<file path="src/hw/rtl/ffss_pkg.sv">
// Shared types and constants for the FAT12 file sector sequencer.
`timescale 1ns / 1ps

package ffss_pkg;

  localparam int unsigned SECTOR_BYTES = 512;
  localparam logic [11:0] END_MARK     = 12'hFF8;
  localparam logic [15:0] ENTRY_MASK   = 16'h0FFF;

  // Request opcodes
  localparam logic [2:0] OP_LOAD  = 3'd0;
  localparam logic [2:0] OP_OPEN  = 3'd1;
  localparam logic [2:0] OP_ROOT  = 3'd2;
  localparam logic [2:0] OP_READ  = 3'd3;
  localparam logic [2:0] OP_CLOSE = 3'd4;

  // Register indexes on the configuration port
  localparam logic [1:0] REG_DATA_START = 2'd0;
  localparam logic [1:0] REG_SPC        = 2'd1;
  localparam logic [1:0] REG_ROOT_LBA   = 2'd2;
  localparam logic [1:0] REG_ROOT_BYTES = 2'd3;

  typedef enum logic [2:0] {
    C_LOAD,
    C_OPEN_FILE,
    C_OPEN_ROOT,
    C_READ,
    C_CLOSE,
    C_NOP
  } cls_t;

  typedef enum logic [1:0] {
    S_IDLE,
    S_EXEC,
    S_FIN
  } bstate_t;

  typedef struct packed {
    logic [2:0]  opcode;
    logic [12:0] fat_addr;
    logic [7:0]  fat_byte;
    logic [11:0] first_cluster;
    logic [31:0] file_size;
    logic        is_directory;
    logic [31:0] byte_count;
  } item_t;

  typedef struct packed {
    logic [31:0] chunk_lba;
    logic [8:0]  chunk_offset;
    logic [9:0]  chunk_len;
    logic        fetch_valid;
    logic [31:0] fetch_lba;
    logic        end_of_chain;
    logic [31:0] position_after;
    logic        status;
  } result_t;

  typedef struct packed {
    logic [31:0] data_start_lba;
    logic [7:0]  sectors_per_cluster;
    logic [31:0] root_dir_lba;
    logic [31:0] root_dir_bytes;
  } cfg_t;

  typedef struct packed {
    cls_t  cls;
    item_t item;
  } q_entry_t;

  typedef struct packed {
    logic     valid;
    q_entry_t entry;
  } q_status_t;

endpackage

</file>
<file path="src/hw/rtl/ffss_front.sv">
// Front end: accepts requests, classifies them and queues them for the back end.
`timescale 1ns / 1ps

module ffss_front (
  input  logic                clk,
  input  logic                rst,
  input  logic                item_valid,
  output logic                item_stall,
  input  ffss_pkg::item_t     item,
  input  logic                pop,
  output ffss_pkg::q_status_t q
);

  localparam int unsigned QDEPTH = 2;

  ffss_pkg::q_entry_t entries [QDEPTH];
  logic               wr_ptr;
  logic               rd_ptr;
  logic [1:0]         count;
  logic               push;
  ffss_pkg::cls_t     cls;

  // Decode the opcode into a request class
  always_comb begin
    case (item.opcode)
      ffss_pkg::OP_LOAD:  cls = ffss_pkg::C_LOAD;
      ffss_pkg::OP_OPEN:  cls = ffss_pkg::C_OPEN_FILE;
      ffss_pkg::OP_ROOT:  cls = ffss_pkg::C_OPEN_ROOT;
      ffss_pkg::OP_READ:  cls = ffss_pkg::C_READ;
      ffss_pkg::OP_CLOSE: cls = ffss_pkg::C_CLOSE;
      default:            cls = ffss_pkg::C_NOP;
    endcase
  end

  assign item_stall = (count == 2'(QDEPTH));
  assign push       = item_valid && !item_stall;

  // Store classified requests
  always_ff @(posedge clk) begin
    if (push) begin
      entries[wr_ptr] <= '{cls: cls, item: item};
    end
  end

  // Advance pointers and count
  always_ff @(posedge clk) begin
    if (rst) begin
      wr_ptr <= 1'b0;
      rd_ptr <= 1'b0;
      count  <= 2'd0;
    end else begin
      if (push) wr_ptr <= ~wr_ptr;
      if (pop)  rd_ptr <= ~rd_ptr;
      count <= count + {1'b0, push} - {1'b0, pop};
    end
  end

  assign q.valid = (count != 2'd0);
  assign q.entry = entries[rd_ptr];

endmodule

</file>
<file path="config.mk">
export PLATFORM = sky130hd
export DESIGN_NAME = ffss_front
export DESIGN_NICKNAME = d
export VERILOG_FILES = /design/src/hw/rtl/ffss_pkg.sv /design/src/hw/rtl/ffss_front.sv
export SDC_FILE = /design/constraint.sdc
export NUM_CORES = 1
export LEC_CHECK = 0
export ABC_AREA = 1
export BUFFER_PORTS_ARGS = -buffer_cell sky130_fd_sc_hd__buf_2
export CAP_MARGIN = 20
export CORE_MARGIN = 10
export CORE_UTILIZATION = 40
export DETAILED_ROUTE_END_ITERATION = 8
export SLEW_MARGIN = 20
export SYNTH_ARGS = -nofsm -noshare
export SYNTH_HDL_FRONTEND = slang
export SYNTH_SLANG_ARGS = --single-unit
</file>
<file path="constraint.sdc">
create_clock -name clk -period 18.7 [get_ports clk]
set_clock_uncertainty 0.2 [all_clocks]
set_input_delay 2.805 -clock clk [delete_from_list [all_inputs] [get_ports clk]]
set_output_delay 2.805 -clock clk [all_outputs]
set_load 0.03 [all_outputs]
</file>
# Word level (Yosys, flattened, before mapping)
# Memories as Yosys holds them, arrays and structs flattened. A register that Yosys moved wholly into a read port is not among the register bits.
# Index checks and enable logic that the tools add are counted.
[op_classes]
add_sub_neg = 2
eq_ne = 5
n_mux = 5
bitwise_logic = 2
reduce_logical = 4
[ops]
columns = ["op", "n"]
rows = [
  ["$pmux 3 s5", 1],
  ["$eq 3x2->1 const B", 2],
  ["$mux 1", 4],
  ["$eq 3x1->1 const B", 1],
  ["$eq 3x3->1 const B", 1],
  ["$logic_not 3->1", 1],
  ["$add 2x1->2", 1],
  ["$eq 2x2->1 const B", 1],
  ["$not 1->1", 2],
  ["$reduce_bool 2->1", 1],
  ["$sub 2x1->2", 1],
  ["$logic_and 1x1->1", 1],
  ["$logic_not 1->1", 1],
]
[word_totals]
ff_bits = 4
ramBits = 208
memories = 1
[memory_table]
columns = ["name", "depth", "width", "read_ports", "rd_clocked_by_memory_dff", "wr", "line_no", "source"]
rows = [
  ["entries", 2, 104, 1, 1, 1, "ffss_front.sv:16", "ffss_pkg::q_entry_t entries [QDEPTH];"],
]

# Longest topological paths before layout
# Gate-level depths: netlist of the first run.
[logic_depth]
depth_word = 5
ltp_mapped = 11
ltp_nobuf = 11

# Worst setup path after synthesis of the first run
# OpenSTA, ideal clock, no wires.
[synth_path]
path_type = "in2reg"
startpoint = "input item_valid"
endpoint = "memory entries[0][0] in the netlist's numbering (enable)"
setup_ns = 0.567
arrival_time_ns = 7.200
t_required_ns = 17.933
setup_slack_ns = 10.732
stages = 2
n_path_buf = 0
path_cell_list = "nand2_1 -> nor2_1"
[synth_between]
elab_chain_len = 3
[synth_lines]
columns = ["item", "line_no", "source"]
rows = [
  ["start, declared", "ffss_front.sv:7", "input logic item_valid,"],
  ["$logic_and 1x1->1", "ffss_front.sv:36", "assign push = item_valid && !item_stall;"],
  ["$mux 1", "ffss_front.sv:40", "if (push) begin"],
  ["$mux 1 (not written as such)", "ffss_front.sv:41", "entries[wr_ptr] <= '{cls: cls, item: item};"],
  ["end, declared", "ffss_front.sv:16", ""],
]
# Every way passes these cells.

==> results of run 1 <==
-- area by class of cell --
| type | count | share of cell area [%] |
|---|---|---|
| Antenna cell | 2 | 0.05021 |
| Inverter | 10 | 0.4017 |
| Sequential cell | 213 | 63.71 |
| Clock inverter | 13 | 0.5523 |
| Timing Repair Buffer | 214 | 10.85 |
| Clock buffer | 26 | 5.888 |
| Multi-Input combinational cell | 126 | 15.23 |
| Tap cell | 265 | 3.327 |
-- power groups by stage --
stage	logic (mW)	registers [mW]	clock network (mW)
4_1_cts	0.202	0.589	0.400
2_1_floorplan	0.147	0.595	0
3_5_place_dp	0.201	0.599	0
3_3_place_gp	0.199	0.596	0
6_report	0.197	0.588	0.385
5_1_grt	0.211	0.592	0.416
-- worst max path at each step --
stage,to,cells past startpoint
6_report,q[1],3
2_1_floorplan,entries[0][0]$_DFFE_PP_,2
4_1_cts,q[1],3
3_5_place_dp,q[1],3
5_1_grt,q[1],3
3_3_place_gp,q[0],3
-- synthesized netlist by cell type --
cell | number | share of area, %
mux2_4 | 60 | 11
nor2_1 | 7 | 0.33
inv_1 | 10 | 0.47
a21o_1 | 1 | 0.094
dfxtp_1 | 5 | 1.2
buf_2 | 4 | 0.25
buf_6 | 7 | 0.98
clkbuf_1 | 1 | 0.047
nand2_1 | 7 | 0.33
ha_1 | 2 | 0.31
edfxtp_1 | 208 | 78
nand3_1 | 2 | 0.12
buf_8 | 1 | 0.19
a21oi_1 | 2 | 0.12
xnor2_1 | 1 | 0.11
mux2_2 | 44 | 6.2
-- cells by family (layout without fill, tap and decap cells) --
group | count (synthesis) | in the layout
DFF | 213 | 213
muxes | 104 | 104
buffers and inverters | 23 | 263
and+or+nand+nor | 16 | 16
AOI/OAI and AO/OA | 3 | 3
adders and majority gates | 2 | 2
xor gates and xnor gates | 1 | 1
other | 0 | 2
-- stage by stage --
stage                     power [mW]  std cells  instance area [sq um]
final                          1.169        869                   9967
after CTS                      1.190        867                   9962
after detailed placement      0.7995        828                   9320
after global placement        0.7947        828                   9320
after global routing           1.219        868                   9965
after floorplan               0.7414        362                   8011
-- state kept, by name, indices dropped and copies added (netlist names), named ones only --
register	cells
entries	208
rd_ptr	1
count	2
wr_ptr	1
-- worst register-to-register path: stages (launching register included) --
cell,delay [ns]
dfxtp_1,0.34
inv_1,0.06
nand2_1,0.13
nand3_1,0.15
inv_4,0.51
buf_4,0.71
-- metal layers --
| layer | track usage (%) | up-vias | share of wire [%] |
|---|---|---|---|
| met5 | 0 | - | 0 |
| met4 | 3.433 | 0 | 2.0 |
| met3 | 4.982 | 27 | 9.8 |
| met2 | 19.77 | 156 | 48 |
| met1 | 13.37 | 1960 | 40 |
| li1 | - | 1857 | - |
==> run metrics, run 1 <==
final setup fails 0; post-synthesis sequential area ratio 79.21%; crit-path cells buf_4 -> mux2_2 -> buf_2; Max VDD drop 0.07709 mV; Seq pwr share 50.3%; reg-to-reg slack, setup 16.13 ns; Hold Slack approximately 0.31 ns; hold path cells 2; multiplexer area fraction after synthesis between 10% and 20%; Util after Layout about half; FF/Latch Area 6350 sq um; vias 4000; DP Worst Slack around 13 ns; antenna viol nets, final 0; worst hold path type register to register; Yosys reg bits about 210; synthesized area 8011 sq um; CTS Buf Count 22; Die H ~160 um; GRT Residual Overflow 0; Startpoint Class register; Post-route DRC 0; Mean Syn Cell Area about 22 sq um; first-pass GRT wire length 24650 um; Psw about 0.30 mW; Max Fclk about 0.17 GHz; Cells after Synth 362; reg2reg end entries[1][83]$_DFFE_PP_; initial antenna violation count 1; CP max stage cell dfxtp_4; setup ws final between 10 and 15 ns; unrepaired setup endpoints after global routing false; Pwr Density about 120 nW/um^2; area of the multi-input gates 1518 sq um; Tightest Pin Transition approximately 0.9 ns; die width about 160 um; htree depth 1; most common cell after layout, fill and taps aside buf_2; Combinational Power Share 16.8%; Synth Area in Simple Gates less than 1%; CTS Hold Buffers Added 0; internal power just under 0.9 mW; Fill cells ~1600; Setup crit end kind output pin; DR iter-0 viols around 220; WP data arrival roughly 2.9 ns; Compound-Gate Fraction of Synth Area less than 1%; layout cells sized above 1 57.97%; CTS Sinks between 200 and 250; vias per cell about 4.6; commonest cells after routing, fill and taps aside 210 x buf_2, 208 x edfxtp_1, 60 x mux2_4; io pins between 200 and 250; clock share of power about a third; root cell of the clock tree clkbuf_16; clock-pin transition on the worst setup and hold timing paths roughly 0.06 ns; FF-to-FF Start count[0]$_SDFF_PP0_; Initial Util 40.90%; Skew-Pair Late Insertion Delay around 0.49 ns; critical path type register to output pin; Leak Pwr between 3 and 4 nW; Slew Viols, Final 0; die area between 20000 and 30000 sq um; GRT Util Overall between 10% and 20%; Layout Nets between 600 and 700; Final min period between 5 and 6 ns; Post-CTS Setup Repair Bufs 0; worst r2r path cells 5; outcome finished clean; Bufs and invs on worst path 2; post-cts resize count 0; Area Overhead vs Synth 24.41%; Max-Cap Viols 0; switching share of power ~26%; Rel. slew slack between 30 and 40%; # rows between 50 and 60; CTS max path bufs 3; Distinct cells, synth 16; worst hold start rd_ptr$_SDFFE_PP0P_; worst-path maximum fanout 59; largest family of logic cells by synthesized area multiplexers; Post-DP HPWL 10970 um; Syn Nets 469; period utilization around a third; Port Buf Inserts 210; vias in the first global route 4400; GPL Wtd Cong about 0.69; DRT Wirelength ~16000 um; Critical Path RT about 16 ns; Hold Vio Cnt, Final 0; Core Area 19590 sq um; Yosys warnings 0; Post-Synth XOR/XNOR Area less than 1%; CTS tree built; post-synthesis adder-cell area fraction 0.3124%; largest net degree at the start of global routing 64; routed length per instance roughly 18 um; Setup TNS 0 ns; DR pass1 iterations 4; Crit path max-delay family buffers and inverters; biggest cell delay along the critical path around 0.94 ns
No activity file was read; power rests on OpenSTA's default activity.
==> run 2: changes to the inputs <==
clock period = 6 ns   (was 18.7 ns; I/O delays follow)
==> run metrics, run 2 (synthesized netlist as in run 1, its figures left out) <==
hold path cells 2 (unchanged); vias per cell 4.611 (+0.18%); GRT Residual Overflow 0 (unchanged); Startpoint Class register; clock-pin transition on the worst setup and hold timing paths 0.06 ns (about the same); Leak Pwr 3.892 nW (+0.46%); Max VDD drop 0.2500 mV (+220%); CTS Sinks 213 (unchanged); Layout Nets 695 (+0.14%); CTS tree built; worst r2r path cells 5 (unchanged); GRT Util Overall 12.03% (+0.28 points); Hold Vio Cnt, Final 0 (unchanged); Setup TNS 0 ns (unchanged); DRT Wirelength 16360 um (+2.1%); non-filler cells, final 870 (+0.12%); CP Depth 3 (unchanged); outcome finished clean; GPL Wtd Cong 0.7215 (+4.1%); htree depth 1 (unchanged); Core Area 19590 sq um (unchanged); Initial Util 40.90% (unchanged); vias in the first global route 4461 (+1.4%); worst hold path type register to register; antenna viol nets, final 0 (unchanged); Tightest Pin Transition 0.7344 ns (-0.1702 ns); Pwr Density 370.7 nW/um^2 (+220%); root cell of the clock tree clkbuf_16; die area 26090 sq um (unchanged); DR pass1 iterations 4 (unchanged); CTS Buf Count 23 (+4.5%); Slew Viols, Final 0 (unchanged); io pins 211 (unchanged); Placed Cells 828 (unchanged); CTS max path bufs 3 (unchanged); Rel. slew slack 51.04% (+11 points); setup ws final 2.377 ns (-10.46 ns); Hold Slack 0.3162 ns (+0.003369 ns); Post-CTS Setup Repair Bufs 0 (unchanged); max reg flops 208 (unchanged); period utilization 60.39%; CTS Hold Buffers Added 0 (unchanged); layout cells sized above 1 58.04% (+0.070 points); Final min period ~3.6 ns; Critical Path RT 4.90 ns (-10.79 ns); DR iter-0 viols 278 (+24%); worst-path maximum fanout 44 (-25%); DP Worst Slack 2.805 ns (-10.47 ns); die width 161.5 um (unchanged); critical path type register to output pin; Area Overhead vs Synth 24.94%; biggest cell delay along the critical path 0.79 ns (-0.15 ns); crit-path cells buf_4 -> mux2_2 -> buf_2; WP data arrival 2.52 ns (-0.34 ns); initial antenna violation count 0 (-1); routed length per instance 18.81 um (+2.0%); Port Buf Inserts 210 (unchanged); Bufs and invs on worst path 2 (unchanged); largest net degree at the start of global routing 105 (+64%); placed cell areas 9333 sq um (+0.13%); Post-DP HPWL 11010 um (+0.40%); area of all placed cells without fillers 10010 sq um (+0.43%); commonest cells after routing, fill and taps aside 210 x buf_2, 208 x edfxtp_1, 60 x mux2_4; CP max stage cell dfxtp_4; biggest regs entries: 208 flops, count: 2 flops; final setup fails 0 (unchanged); Max Fclk about 0.28 GHz; first-pass GRT wire length 25280 um (+2.6%); Die H 161.5 um (unchanged); Setup crit end kind output pin; Skew-Pair Late Insertion Delay 0.49 ns (about the same); post-cts resize count 0 (unchanged); unrepaired setup endpoints after global routing false; Crit path max-delay family flip-flops; Max-Cap Viols 0 (unchanged); most common cell after layout, fill and taps aside buf_2; # rows 51 (unchanged); vias 4012 (+0.30%); Top reg by flops entries; Post-route DRC 0 (unchanged)
[run 2: cell count changes in the layout (fill, tap and decap cells not counted)]
cell and change:
buf_12 +1, buf_4 -1, bufinv_16 +1, clkbuf_1 +1, clkinv_1 -1
[run 2: metal layers]
| layer | wire (um) | GRT usage, % | vias up | share of wire [%] |
|---|---|---|---|---|
| met2 | 7516 | 19.06 | 161 | 46 |
| met5 | 0 | 0 | - | 0 |
| li1 | - | - | 1869 | - |
| met3 | 1712 | 5.592 | 19 | 10 |
| met1 | 6926 | 14.77 | 1963 | 42 |
| met4 | 208 | 2.523 | 0 | 1.3 |
[run 2: worst paths after layout]
| check | from | endpoint | slack (ns) |
|---|---|---|---|
| min reg2reg | rd_ptr$_SDFFE_PP0P_ | register | 0.32 |
| min | rd_ptr$_SDFFE_PP0P_ | register | 0.32 |
| max reg2reg | count[0]$_SDFF_PP0_ | entries[1][68]$_DFFE_PP_ | 3.44 |
| max | register | q[18] | 2.38 |
[run 2: area by class of cell]
| type | count | area, sq um |
|---|---|---|
| Antenna cell | 2 | 5.005 |
| Clock buffer | 27 | 590.6 |
| Clock inverter | 13 | 81.33 |
| Fill cell | 1644 | 9580 |
| Inverter | 10 | 40.04 |
| Multi-Input combinational cell | 126 | 1518 |
| Sequential cell | 213 | 6350 |
| Tap cell | 265 | 331.6 |
| Timing Repair Buffer | 214 | 1094 |
[run 2: tightest hold or removal path, stage by stage (launching register included)]
cell and delay, ns:
dfxtp_1 0.32, xnor2_1 0.09, nor2_1 0.07
[run 2: stage by stage]
step | power (mW) | utilization [%]
5_1_grt | 3.865 | 51.07
4_1_cts | 3.768 | 51.07
2_1_floorplan | 2.305 | -
6_report | 3.711 | 51.10
3_3_place_gp | 2.478 | 47.64
3_5_place_dp | 2.493 | 47.64
[run 2: power breakdown]
group	internal [mW]	leakage, nW	switching, mW	total (mW)
registers	1.79	1.98	0.0435	1.83
logic	0.224	1.58	0.395	0.619
clock network	0.739	0.333	0.523	1.26
total	2.75	3.89	0.961	3.71
